File: config.mk
export PLATFORM = sky130hd
export DESIGN_NAME = deadline_timer_queue_engine_unit
export DESIGN_NICKNAME = d
export VERILOG_FILES = /design/src/rtl/dtqe_pkg.sv /design/src/rtl/dtqe_ctrl.sv /design/src/rtl/dtqe_dpath.sv /design/src/rtl/deadline_timer_queue_engine_unit.sv
export SDC_FILE = /design/constraint.sdc
export NUM_CORES = 2
export LEC_CHECK = 0
export ABC_AREA = 0
export BUFFER_PORTS_ARGS = -buffer_cell sky130_fd_sc_hd__buf_2
export CELL_PAD_IN_SITES_DETAIL_PLACEMENT = 0
export CELL_PAD_IN_SITES_GLOBAL_PLACEMENT = 1
export CORE_MARGIN = 3
export CORE_UTILIZATION = 45
export CTS_BUF_LIST = sky130_fd_sc_hd__clkbuf_16
export DETAILED_ROUTE_END_ITERATION = 6
export GPL_ROUTABILITY_DRIVEN = 0
export HOLD_SLACK_MARGIN = 0.02
export PLACE_DENSITY = 0.82
export SYNTH_ARGS = -nofsm -noshare
export SYNTH_HDL_FRONTEND = slang
export SYNTH_SLANG_ARGS = --single-unit
File: constraint.sdc
create_clock -name clock -period 8.3 [get_ports clock]
set_input_delay 1.66 -clock clock [delete_from_list [all_inputs] [get_ports clock]]
set_output_delay 1.66 -clock clock [all_outputs]
set_load 0.02 [all_outputs]
File: src/rtl/dtqe_pkg.sv
// Shared types and constants for the deadline timer queue engine.
package dtqe_pkg;

   // Commands
   localparam logic [2:0] CMD_ARM    = 3'd0;
   localparam logic [2:0] CMD_CANCEL = 3'd1;
   localparam logic [2:0] CMD_TICK   = 3'd2;
   localparam logic [2:0] CMD_RETIRE = 3'd3;
   localparam logic [2:0] CMD_RESET  = 3'd4;

   // Slot lifecycle states
   localparam logic [2:0] ST_IDLE    = 3'd0;
   localparam logic [2:0] ST_QUEUED  = 3'd1;
   localparam logic [2:0] ST_ELAPSED = 3'd2;
   localparam logic [2:0] ST_POSTED  = 3'd3;
   localparam logic [2:0] ST_RETIRED = 3'd4;

   // Reply status codes
   localparam logic [3:0] STAT_OK            = 4'd0;
   localparam logic [3:0] STAT_NOT_ACCEPTING = 4'd1;
   localparam logic [3:0] STAT_NOT_INIT      = 4'd2;
   localparam logic [3:0] STAT_NOT_IDLE      = 4'd3;
   localparam logic [3:0] STAT_NOT_RESERV    = 4'd4;
   localparam logic [3:0] STAT_NOT_ARMED     = 4'd5;
   localparam logic [3:0] STAT_RACE_LOST     = 4'd6;
   localparam logic [3:0] STAT_CANCELLED     = 4'd7;
   localparam logic [3:0] STAT_INCONSISTENT  = 4'd8;

   // Result kinds
   localparam logic KIND_POST  = 1'b0;
   localparam logic KIND_FINAL = 1'b1;

   // Slot scan modes
   localparam logic [1:0] MODE_ROOT   = 2'd0;
   localparam logic [1:0] MODE_EXPIRE = 2'd1;
   localparam logic [1:0] MODE_SELECT = 2'd2;

   typedef struct packed {
      logic [2:0]  cmd;
      logic [3:0]  slot;
      logic [63:0] deadline;
      logic [7:0]  completion_tag;
      logic [63:0] now;
      logic        queue_accepting;
      logic        completion_reservable;
   } req_type;

   typedef struct packed {
      logic        kind;
      logic [3:0]  status;
      logic [3:0]  post_slot;
      logic [7:0]  post_tag;
      logic        root_armed;
      logic [63:0] min_deadline;
      logic [4:0]  queued_count;
      logic [2:0]  slot_state;
      logic        last;
   } rsp_type;

   typedef struct packed {
      logic       load;
      logic       rd_slot;
      logic       exec;
      logic       scan_clr;
      logic       scan_en;
      logic [1:0] scan_mode;
      logic       post_emit;
      logic       final_emit;
   } ctl_cmd_type;

   typedef struct packed {
      logic tick_run;
      logic post_pend;
      logic due_any;
      logic scan_done;
      logic out_free;
   } dp_stat_type;

endpackage

File: src/rtl/dtqe_ctrl.sv
// Command sequencer of the deadline timer queue engine.
module dtqe_ctrl (
   input  logic                  clock,
   input  logic                  reset,
   input  logic                  req_valid,
   output logic                  req_ready,
   input  dtqe_pkg::dp_stat_type stat,
   output dtqe_pkg::ctl_cmd_type cmd
);

   localparam logic [3:0] S_IDLE = 4'd0;
   localparam logic [3:0] S_RD   = 4'd1;
   localparam logic [3:0] S_EXEC = 4'd2;
   localparam logic [3:0] S_ROOT = 4'd3;
   localparam logic [3:0] S_EXP  = 4'd4;
   localparam logic [3:0] S_SEL  = 4'd5;
   localparam logic [3:0] S_POST = 4'd6;
   localparam logic [3:0] S_CHK  = 4'd7;
   localparam logic [3:0] S_FRD  = 4'd8;
   localparam logic [3:0] S_FOUT = 4'd9;

   logic [3:0] state_ff;
   logic [3:0] state_in;

   always_comb begin
      state_in      = state_ff;
      req_ready     = 1'b0;
      cmd           = '0;
      cmd.scan_mode = dtqe_pkg::MODE_ROOT;
      case (state_ff)
         S_IDLE: begin
            req_ready = 1'b1;
            if (req_valid) begin
               cmd.load = 1'b1;
               state_in = S_RD;
            end
         end
         S_RD: begin
            cmd.rd_slot = 1'b1;
            state_in    = S_EXEC;
         end
         S_EXEC: begin
            cmd.exec     = 1'b1;
            cmd.scan_clr = 1'b1;
            if (stat.tick_run) begin
               cmd.scan_mode = dtqe_pkg::MODE_EXPIRE;
               state_in      = S_EXP;
            end else begin
               state_in = S_ROOT;
            end
         end
         S_ROOT: begin
            cmd.scan_en = 1'b1;
            if (stat.scan_done) begin
               state_in = stat.post_pend ? S_POST : S_FRD;
            end
         end
         S_EXP: begin
            cmd.scan_en   = 1'b1;
            cmd.scan_mode = dtqe_pkg::MODE_EXPIRE;
            if (stat.scan_done) begin
               state_in = S_CHK;
            end
         end
         S_SEL: begin
            cmd.scan_en   = 1'b1;
            cmd.scan_mode = dtqe_pkg::MODE_SELECT;
            if (stat.scan_done) begin
               state_in = S_POST;
            end
         end
         S_POST: begin
            if (stat.out_free) begin
               cmd.post_emit = 1'b1;
               state_in      = S_CHK;
            end
         end
         S_CHK: begin
            if (stat.due_any) begin
               cmd.scan_clr  = 1'b1;
               cmd.scan_mode = dtqe_pkg::MODE_SELECT;
               state_in      = S_SEL;
            end else begin
               state_in = S_FRD;
            end
         end
         S_FRD: begin
            cmd.rd_slot = 1'b1;
            state_in    = S_FOUT;
         end
         S_FOUT: begin
            if (stat.out_free) begin
               cmd.final_emit = 1'b1;
               state_in       = S_IDLE;
            end
         end
         default: begin
            state_in = S_IDLE;
         end
      endcase
   end

   always_ff @(posedge clock) begin
      if (reset) begin
         state_ff <= S_IDLE;
      end else begin
         state_ff <= state_in;
      end
   end

endmodule

File: src/rtl/dtqe_dpath.sv
// Slot storage, scan unit and reply register of the deadline timer queue engine.
module dtqe_dpath #(
   parameter int NUM_TIMERS = 16
) (
   input  logic                  clock,
   input  logic                  reset,
   input  dtqe_pkg::req_type     req_data,
   input  logic                  csr_valid,
   output logic                  csr_ready,
   input  logic                  csr_data,
   output logic                  rsp_valid,
   input  logic                  rsp_ready,
   output dtqe_pkg::rsp_type     rsp_data,
   input  dtqe_pkg::ctl_cmd_type cmd,
   output dtqe_pkg::dp_stat_type stat
);

   localparam int AW = (NUM_TIMERS > 1) ? $clog2(NUM_TIMERS) : 1;
   localparam int CW = $clog2(NUM_TIMERS + 1);

   // slot storage
   logic [2:0]  st_mem  [NUM_TIMERS];
   logic [63:0] dl_mem  [NUM_TIMERS];
   logic [7:0]  tag_mem [NUM_TIMERS];

   // control state
   logic                  init_ff,      init_in;
   logic [NUM_TIMERS-1:0] valid_ff,     valid_in;
   logic [NUM_TIMERS-1:0] due_ff,       due_in;
   logic [CW-1:0]         qtot_ff,      qtot_in;
   logic [CW-1:0]         scan_ff,      scan_in;
   logic                  proc_vld_ff,  proc_vld_in;
   logic                  root_any_ff,  root_any_in;
   logic                  best_any_ff,  best_any_in;
   logic                  post_pend_ff, post_pend_in;
   logic                  rsp_valid_ff, rsp_valid_in;

   // payload state
   dtqe_pkg::req_type req_ff,       req_in;
   logic [AW-1:0]     proc_idx_ff,  proc_idx_in;
   logic [63:0]       root_dl_ff,   root_dl_in;
   logic [63:0]       best_dl_ff,   best_dl_in;
   logic [AW-1:0]     best_slot_ff, best_slot_in;
   logic [7:0]        best_tag_ff,  best_tag_in;
   logic [3:0]        status_ff,    status_in;
   dtqe_pkg::rsp_type rsp_ff,       rsp_in;

   // registered read port
   logic [2:0]  rd_state_ff;
   logic [63:0] rd_dl_ff;
   logic [7:0]  rd_tag_ff;
   logic        rd_vld_ff;

   logic          in_range;
   logic [AW-1:0] slot_addr;
   logic          issue;
   logic          rd_en;
   logic [AW-1:0] rd_addr;
   logic [2:0]    cur_state;
   logic          st_we, dl_we, tag_we;
   logic [AW-1:0] wr_addr;
   logic [2:0]    st_wdata;
   logic [63:0]   dl_wdata;
   logic [7:0]    tag_wdata;
   logic          q_inc, q_dec;
   logic          out_free;
   logic [2:0]    fin_state;

   assign in_range  = {3'b000, req_ff.slot} < 7'(NUM_TIMERS);
   assign slot_addr = AW'(req_ff.slot);
   assign issue     = cmd.scan_en && (scan_ff != CW'(NUM_TIMERS));
   assign rd_en     = cmd.rd_slot || issue;
   assign rd_addr   = cmd.rd_slot ? slot_addr : scan_ff[AW-1:0];
   assign cur_state = rd_vld_ff ? rd_state_ff : dtqe_pkg::ST_IDLE;
   assign out_free  = !rsp_valid_ff || rsp_ready;
   assign fin_state = in_range ? cur_state : dtqe_pkg::ST_IDLE;

   assign csr_ready = 1'b1;
   assign rsp_valid = rsp_valid_ff;
   assign rsp_data  = rsp_ff;

   assign stat.tick_run  = (req_ff.cmd == dtqe_pkg::CMD_TICK) && init_ff;
   assign stat.post_pend = post_pend_ff;
   assign stat.due_any   = |due_ff;
   assign stat.scan_done = scan_ff == CW'(NUM_TIMERS);
   assign stat.out_free  = out_free;

   always_comb begin
      init_in      = init_ff;
      valid_in     = valid_ff;
      due_in       = due_ff;
      scan_in      = scan_ff;
      proc_vld_in  = 1'b0;
      proc_idx_in  = scan_ff[AW-1:0];
      root_any_in  = root_any_ff;
      root_dl_in   = root_dl_ff;
      best_any_in  = best_any_ff;
      best_dl_in   = best_dl_ff;
      best_slot_in = best_slot_ff;
      best_tag_in  = best_tag_ff;
      post_pend_in = post_pend_ff;
      status_in    = status_ff;
      req_in       = req_ff;
      rsp_in       = rsp_ff;
      rsp_valid_in = rsp_valid_ff && !rsp_ready;
      st_we        = 1'b0;
      dl_we        = 1'b0;
      tag_we       = 1'b0;
      wr_addr      = slot_addr;
      st_wdata     = dtqe_pkg::ST_IDLE;
      dl_wdata     = req_ff.deadline;
      tag_wdata    = req_ff.completion_tag;
      q_inc        = 1'b0;
      q_dec        = 1'b0;

      if (csr_valid) begin
         init_in = csr_data;
      end

      if (cmd.load) begin
         req_in       = req_data;
         post_pend_in = 1'b0;
      end

      // command decision on the addressed slot
      if (cmd.exec) begin
         status_in = dtqe_pkg::STAT_OK;
         if (req_ff.cmd == dtqe_pkg::CMD_TICK) begin
            status_in = init_ff ? dtqe_pkg::STAT_OK : dtqe_pkg::STAT_INCONSISTENT;
         end else if (!in_range ||
                      !(req_ff.cmd inside {[dtqe_pkg::CMD_ARM:dtqe_pkg::CMD_RESET]})) begin
            status_in = dtqe_pkg::STAT_INCONSISTENT;
         end else begin
            case (req_ff.cmd)
               dtqe_pkg::CMD_ARM: begin
                  if (!req_ff.queue_accepting) begin
                     status_in = dtqe_pkg::STAT_NOT_ACCEPTING;
                  end else if (!init_ff) begin
                     status_in = dtqe_pkg::STAT_NOT_INIT;
                  end else if (cur_state != dtqe_pkg::ST_IDLE) begin
                     status_in = dtqe_pkg::STAT_NOT_IDLE;
                  end else if (!req_ff.completion_reservable) begin
                     status_in = dtqe_pkg::STAT_NOT_RESERV;
                  end else begin
                     st_we    = 1'b1;
                     dl_we    = 1'b1;
                     tag_we   = 1'b1;
                     st_wdata = dtqe_pkg::ST_QUEUED;
                     q_inc    = 1'b1;
                  end
               end
               dtqe_pkg::CMD_CANCEL: begin
                  if (cur_state inside {dtqe_pkg::ST_IDLE, dtqe_pkg::ST_RETIRED}) begin
                     status_in = dtqe_pkg::STAT_NOT_ARMED;
                  end else if (cur_state != dtqe_pkg::ST_QUEUED) begin
                     status_in = dtqe_pkg::STAT_RACE_LOST;
                  end else begin
                     st_we        = 1'b1;
                     st_wdata     = dtqe_pkg::ST_POSTED;
                     q_dec        = 1'b1;
                     post_pend_in = 1'b1;
                     best_slot_in = slot_addr;
                     best_tag_in  = rd_tag_ff;
                     status_in    = dtqe_pkg::STAT_CANCELLED;
                  end
               end
               dtqe_pkg::CMD_RETIRE: begin
                  if (cur_state != dtqe_pkg::ST_POSTED) begin
                     status_in = dtqe_pkg::STAT_INCONSISTENT;
                  end else begin
                     st_we    = 1'b1;
                     st_wdata = dtqe_pkg::ST_RETIRED;
                  end
               end
               default: begin
                  if (cur_state != dtqe_pkg::ST_RETIRED) begin
                     status_in = dtqe_pkg::STAT_INCONSISTENT;
                  end else begin
                     st_we     = 1'b1;
                     dl_we     = 1'b1;
                     tag_we    = 1'b1;
                     st_wdata  = dtqe_pkg::ST_IDLE;
                     dl_wdata  = '0;
                     tag_wdata = '0;
                  end
               end
            endcase
         end
      end

      // slot scan: one read issued and one entry evaluated per cycle
      if (cmd.scan_clr) begin
         scan_in     = '0;
         best_any_in = 1'b0;
         if (cmd.scan_mode != dtqe_pkg::MODE_SELECT) begin
            root_any_in = 1'b0;
         end
      end else if (issue) begin
         scan_in     = scan_ff + CW'(1);
         proc_vld_in = 1'b1;
      end

      if (cmd.scan_en && proc_vld_ff) begin
         if (cmd.scan_mode == dtqe_pkg::MODE_SELECT) begin
            if (due_ff[proc_idx_ff] && (!best_any_ff || rd_dl_ff < best_dl_ff)) begin
               best_any_in  = 1'b1;
               best_dl_in   = rd_dl_ff;
               best_slot_in = proc_idx_ff;
               best_tag_in  = rd_tag_ff;
            end
         end else if (rd_vld_ff && rd_state_ff == dtqe_pkg::ST_QUEUED) begin
            if (cmd.scan_mode == dtqe_pkg::MODE_EXPIRE && rd_dl_ff <= req_ff.now) begin
               due_in[proc_idx_ff] = 1'b1;
               q_dec               = 1'b1;
            end else if (!root_any_ff || rd_dl_ff < root_dl_ff) begin
               root_any_in = 1'b1;
               root_dl_in  = rd_dl_ff;
            end
         end
      end

      // post record of the picked slot
      if (cmd.post_emit) begin
         st_we                = 1'b1;
         wr_addr              = best_slot_ff;
         st_wdata             = dtqe_pkg::ST_POSTED;
         due_in[best_slot_ff] = 1'b0;
         post_pend_in         = 1'b0;
         rsp_valid_in         = 1'b1;
         rsp_in.kind          = dtqe_pkg::KIND_POST;
         rsp_in.status        = dtqe_pkg::STAT_OK;
         rsp_in.post_slot     = 4'(best_slot_ff);
         rsp_in.post_tag      = best_tag_ff;
         rsp_in.slot_state    = dtqe_pkg::ST_POSTED;
         rsp_in.last          = 1'b0;
      end

      if (cmd.final_emit) begin
         rsp_valid_in      = 1'b1;
         rsp_in.kind       = dtqe_pkg::KIND_FINAL;
         rsp_in.status     = status_ff;
         rsp_in.post_slot  = '0;
         rsp_in.post_tag   = '0;
         rsp_in.slot_state = fin_state;
         rsp_in.last       = 1'b1;
      end

      if (cmd.post_emit || cmd.final_emit) begin
         rsp_in.root_armed   = root_any_ff;
         rsp_in.min_deadline = root_any_ff ? root_dl_ff : 64'd0;
         rsp_in.queued_count = 5'(qtot_ff);
      end

      if (st_we) begin
         for (int i = 0; i < NUM_TIMERS; i++) begin
            if (wr_addr == AW'(i)) begin
               valid_in[i] = 1'b1;
            end
         end
      end

      qtot_in = qtot_ff + CW'(q_inc) - CW'(q_dec);
   end

   always_ff @(posedge clock) begin
      if (reset) begin
         init_ff      <= 1'b0;
         valid_ff     <= '0;
         due_ff       <= '0;
         qtot_ff      <= '0;
         scan_ff      <= '0;
         proc_vld_ff  <= 1'b0;
         root_any_ff  <= 1'b0;
         best_any_ff  <= 1'b0;
         post_pend_ff <= 1'b0;
         rsp_valid_ff <= 1'b0;
      end else begin
         init_ff      <= init_in;
         valid_ff     <= valid_in;
         due_ff       <= due_in;
         qtot_ff      <= qtot_in;
         scan_ff      <= scan_in;
         proc_vld_ff  <= proc_vld_in;
         root_any_ff  <= root_any_in;
         best_any_ff  <= best_any_in;
         post_pend_ff <= post_pend_in;
         rsp_valid_ff <= rsp_valid_in;
      end
   end

   always_ff @(posedge clock) begin
      req_ff       <= req_in;
      proc_idx_ff  <= proc_idx_in;
      root_dl_ff   <= root_dl_in;
      best_dl_ff   <= best_dl_in;
      best_slot_ff <= best_slot_in;
      best_tag_ff  <= best_tag_in;
      status_ff    <= status_in;
      rsp_ff       <= rsp_in;
   end

   always_ff @(posedge clock) begin
      if (st_we) begin
         st_mem[wr_addr] <= st_wdata;
      end
      if (dl_we) begin
         dl_mem[wr_addr] <= dl_wdata;
      end
      if (tag_we) begin
         tag_mem[wr_addr] <= tag_wdata;
      end
   end

   always_ff @(posedge clock) begin
      if (rd_en) begin
         rd_state_ff <= st_mem[rd_addr];
         rd_dl_ff    <= dl_mem[rd_addr];
         rd_tag_ff   <= tag_mem[rd_addr];
         rd_vld_ff   <= valid_ff[rd_addr];
      end
   end

endmodule

File: src/rtl/deadline_timer_queue_engine_unit.sv
// Top level of the deadline timer queue engine.
//
// Usage: one command item enters on req_valid/req_ready (arm, cancel, tick,
// retire, reset slot). Each command produces zero or more post items on the
// rsp channel (kind 0, one per completion posted, expired slots in deadline
// order, lower slot first on ties) followed by exactly one final reply item
// (kind 1, last = 1). csr_data sets the engine_initialized bit; csr_ready is
// always high. Write it only while no command is in flight.
// Flow: commands are handled one at a time; req_ready is high only while
// the sequencer is idle. Slot state lives in single-port-read memories that
// are scanned one slot per cycle (N = NUM_TIMERS). A non-tick command makes
// one pass over the N slots; a tick that expires k slots makes one expire
// pass and then one select pass per expired slot.
// Stall: results leave through one output register; when rsp_ready is low the
// sequencer waits before writing the next result, nothing is dropped.
// Reset (synchronous, active high): every slot reads idle, queued count zero,
// engine not initialized, no result pending. No clearing pass is needed.
module deadline_timer_queue_engine_unit #(
   parameter int NUM_TIMERS = 16
) (
   input  logic              clock,
   input  logic              reset,
   input  logic              req_valid,
   output logic              req_ready,
   input  dtqe_pkg::req_type req_data,
   output logic              rsp_valid,
   input  logic              rsp_ready,
   output dtqe_pkg::rsp_type rsp_data,
   input  logic              csr_valid,
   output logic              csr_ready,
   input  logic              csr_data
);

   // sequencer <-> datapath
   dtqe_pkg::ctl_cmd_type cmd;
   dtqe_pkg::dp_stat_type stat;

   dtqe_ctrl u_ctrl (
      .clock     (clock),
      .reset     (reset),
      .req_valid (req_valid),
      .req_ready (req_ready),
      .stat      (stat),
      .cmd       (cmd)
   );

   // slot memories, scan unit, counters and the output register
   dtqe_dpath #(
      .NUM_TIMERS (NUM_TIMERS)
   ) u_dpath (
      .clock     (clock),
      .reset     (reset),
      .req_data  (req_data),
      .csr_valid (csr_valid),
      .csr_ready (csr_ready),
      .csr_data  (csr_data),
      .rsp_valid (rsp_valid),
      .rsp_ready (rsp_ready),
      .rsp_data  (rsp_data),
      .cmd       (cmd),
      .stat      (stat)
   );

endmodule

==> metrics.md <==
| Metric | Value |
|---|---|
| CP Capture Type | `flip-flop` |
| Setup WS pre-CTS | `2.77 ns` |
| GR peak layer | `met2` |
| CTS clock-pin slew for the worst setup and hold paths | `0.06 ns` |
| Final period util | `65.0%` |
| Final ANT Viol Nets | `0` |
| Mapped cell area | `0.0683 sq mm` |
| DP Area | `0.0722 sq mm` |
| Core Rows | `142` |
| Final hold viol count | `0` |
| H-tree Lvls | `4` |
| Fillers | `11900` |
| Top-area cell type share of the netlist area | `71.7%` |
| First-pass GRT wire length | `234 mm` |
| Final Cell Area | `0.0776 sq mm` |
| Post-CTS Hold Buffers | `0` |
| Number of max-cap violations | `0` |
| Peak per-stage delay on the critical path | `0.91 ns` |
| Distinct cells, synth | `62` |
| GRT met1 Usage | `28.6%` |
| Count leader, synth | `edfxtp_1` |
| Post-synth top cells | `edfxtp_1 (1630), mux4_2 (309), nand2_1 (237), and2_1 (217), inv_1 (214)` |
| Total CTS buffers | `174` |
| Required @ worst endpoint | `8.91 ns` |
| Syn Area/Cell | `18.0 sq um` |
| RSZ-0062 raised after global routing | `no` |
| Post-CTS setup buffer count | `0` |
| Reg-to-Reg End | `u_dpath.qtot_ff[4]` |
| CTS-repair resized insts | `0` |
| Sequential area share after synthesis | `74.1%` |
| Synth Register Bits | `1711` |
| Leak pwr | `26.9 nW` |
| Startpoint class of the critical path | `flip-flop` |
| Global Route Usage Sum | `19.9%` |
| Number of port buffers | `243` |
| Cell depth of the worst flop-to-flop path | `19` |
| WP data arrival | `6.01 ns` |
| Starting density of the core | `45.4%` |
| Maximum VDD drop | `307 uV` |
| Register area | `0.0506 sq mm` |
| Tmin final | `5.39 ns` |
| Worst hold slack | `0.434 ns` |
| Die width | `396 microns` |
| HPWL after DPL | `95.5 mm` |
| Final setup margin | `2.91 ns` |
| Root Buffer | `clkbuf_16` |
| GR met3 Demand/Resource | `4.37%` |
| Initial antenna violation count | `8` |
| Slew headroom | `16.7%` |
| Top post-synthesis cells by area | `edfxtp_1 (72%), mux4_2 (10%), ha_1 (3.6%)` |
| HP Start | `u_dpath.qtot_ff[0]` |
| Fin Clk Skew | `0.0262 ns` |
| PwrDens | `330 mW/mm^2` |
| Die height | `396 microns` |
| Slew Viols, Final | `0` |
| Post-synth ARST share | `0%` |
| Max Fanout on Critical Path | `5` |
| Post-Syn Nets | `4133` |
| CTS tree | `built` |
| Pre-Repair DR Iteration Count | `5` |
| Cell Chain, Critical Path | `ha_1, a21o_1, a21o_1, a221oi_1, o21ai_0, a31o_2, o21ai_0, buf_4, a31o_2, ha_1, inv_1, ha_1, inv_1, fa_1, inv_1, a21o_1, a21oi_1, xnor2_1, nor2_1` |
| Average wire per standard cell | `24.9 microns` |
| Vias in the first global route | `35600` |
| Most common flop cell mapped by yosys | `edfxtp_1` |
| Clock sink count | `1711` |
| Routed vias | `35500` |
| Worst hold path class | `reg2reg` |
| Synth Warn # | `0` |
| Post-synth EDFFs | `1630` |
| Ratio of cells with drive above 1 in the final layout | `21.4%` |
| Delay-heaviest family, CP | `compound AO/OA/AOI/OAI gates` |
| Top Ports | `245` |
| Final std cells w/o fill | `6255` |
| Worst-margin pin slew | `1.22 ns` |
| Total Wirelength | `155 mm` |
| Multi-input gate area | `0.0164 sq mm` |
| Core Area | `0.150 sq mm` |
| Drt drc | `0` |
| NumNets Final | `4454` |
| Syn-to-layout area delta | `13.7%` |
| Setup-failing EPs final | `0` |
| Setup tns final | `0 ns` |
| Dpl cells | `5945` |
| Antenna Cells | `0` |
| R2r setup slk | `2.91 ns` |
| Critical R2R Launch | `u_dpath.rd_dl_ff[61]` |
| Slowest CP cell | `o21ai_0` |
| Crit path buf inv count | `4` |
| Met2 GRT Util | `30.9%` |
| Die Footprint | `0.156 sq mm` |
| Via density | `5.68` |
| Hold Path End | `u_dpath.rsp_data[4]` |
| Final total power | `25.6 mW` |
| 1st-iter DRT viols | `3547` |
| Max Clk Rate | `0.185 GHz` |
| Pin count of the biggest net entering global routing | `145` |
| Cells after Synth | `3784` |
| Cell taking the most area after synthesis | `edfxtp_1` |
| Clock Path Buffers | `3` |
| Crit Path Class | `reg2reg` |
| Worst-Skew Late Latency | `0.78 ns` |
| Outcome | `complete, no violations` |
| Worst Hold Path Cells | `0` |
| GRT overflow | `0` |
| Post-layout util | `51.6%` |
-- kinds of logic (layout without fill, tap and decap cells) --
| family | after synthesis | after routing | share of synthesized area [%] |
|---|---|---|---|
| AO/OA/AOI/OAI | 424 | 424 | 4.04 |
| XOR/XNOR | 9 | 9 | 0.115 |
| adder cells (fa/ha/maj) | 198 | 198 | 3.64 |
| buffers and inverters | 376 | 831 | 2.16 |
| flip-flops | 1711 | 1711 | 74.1 |
| multiplexers | 334 | 334 | 10.6 |
| other | 1 | 1 | 0.00549 |
| AND/OR/NAND/NOR | 731 | 731 | 5.38 |
-- layout make-up --
class	instances	share of cell area, %
Multi-Input combinational cell	1697	21.2
Tap cell	2016	3.25
Clock buffer	179	5.77
Clock inverter	131	1.26
Timing Repair Buffer	307	2.35
Sequential cell	1711	65.2
Inverter	214	1.04
-- registers in the layout, summed over array words and instances (netlist names), 5 cells and up --
name	flops
u_dpath.best_dl_ff	64
u_dpath.best_tag_ff	8
u_dpath.dl_mem	1024
u_dpath.due_ff	16
u_dpath.qtot_ff	5
u_dpath.rd_dl_ff	64
u_dpath.rd_tag_ff	8
u_dpath.req_ff	141
u_dpath.root_dl_ff	64
u_dpath.rsp_data	90
u_dpath.scan_ff	5
u_dpath.st_mem	48
u_dpath.tag_mem	128
u_dpath.valid_ff	16
-- power breakdown --
part           total [mW]  leakage [nW]  switching (mW)  internal [mW]
combinational        6.85          8.68            4.06           2.79
sequential           11.3          15.4           0.665           10.6
clock                7.49          2.82            3.22           4.27
-- cells in the final DEF, fill, tap and decap left out, types with 40 or more instances in the layout --
cell type	synthesis	final
and2_1	217	216
a211oi_1	86	86
edfxtp_1	1630	1630
clkinv_1	0	40
buf_4	6	54
inv_1	214	251
a21oi_1	103	103
nor2_1	113	97
clkbuf_16	0	179
dfxtp_1	81	80
ha_1	197	197
nand2_1	237	236
buf_2	34	243
mux4_2	309	309
nand4_1	44	44
a31oi_1	83	83
o21ai_0	54	54
-- worst max path at each step --
| stage | start | endpoint | slack [ns] | cells after the start |
|---|---|---|---|---|
| 5_1_grt | u_dpath.rd_dl_ff[61] | u_dpath.qtot_ff[4] | 2.79 | 19 |
| 3_5_place_dp | u_dpath.rd_dl_ff[61] | u_dpath.qtot_ff[4] | 2.77 | 19 |
| 6_report | u_dpath.rd_dl_ff[61] | u_dpath.qtot_ff[4] | 2.91 | 19 |
| 2_1_floorplan | rsp_ready | u_dpath.dl_mem[0][0] | 1.91 | 7 |
| 3_3_place_gp | u_dpath.rd_dl_ff[61] | u_dpath.qtot_ff[4] | 2.73 | 19 |
| 4_1_cts | u_dpath.rd_dl_ff[61] | u_dpath.qtot_ff[4] | 2.72 | 19 |
-- metal layers --
metal	share of wire [%]	routed length, microns	up-vias
li1	-	-	15500
met5	0.0084	13	-
met3	8.2	12700	235
met1	42	65900	18400
met4	2.4	3720	2
met2	47	73200	1403
-- worst register-to-register path: cells and delay by family (launching register included) --
family | cells | cell delay (ns)
flip-flops | 1 | 0.60
buffers and inverters | 4 | 0.48
adder cells (fa/ha/maj) | 4 | 1.23
AO/OA/AOI/OAI | 9 | 2.72
AND/OR/NAND/NOR | 1 | 0.05
XOR/XNOR | 1 | 0.15
Power figures use the tool's default switching activity.
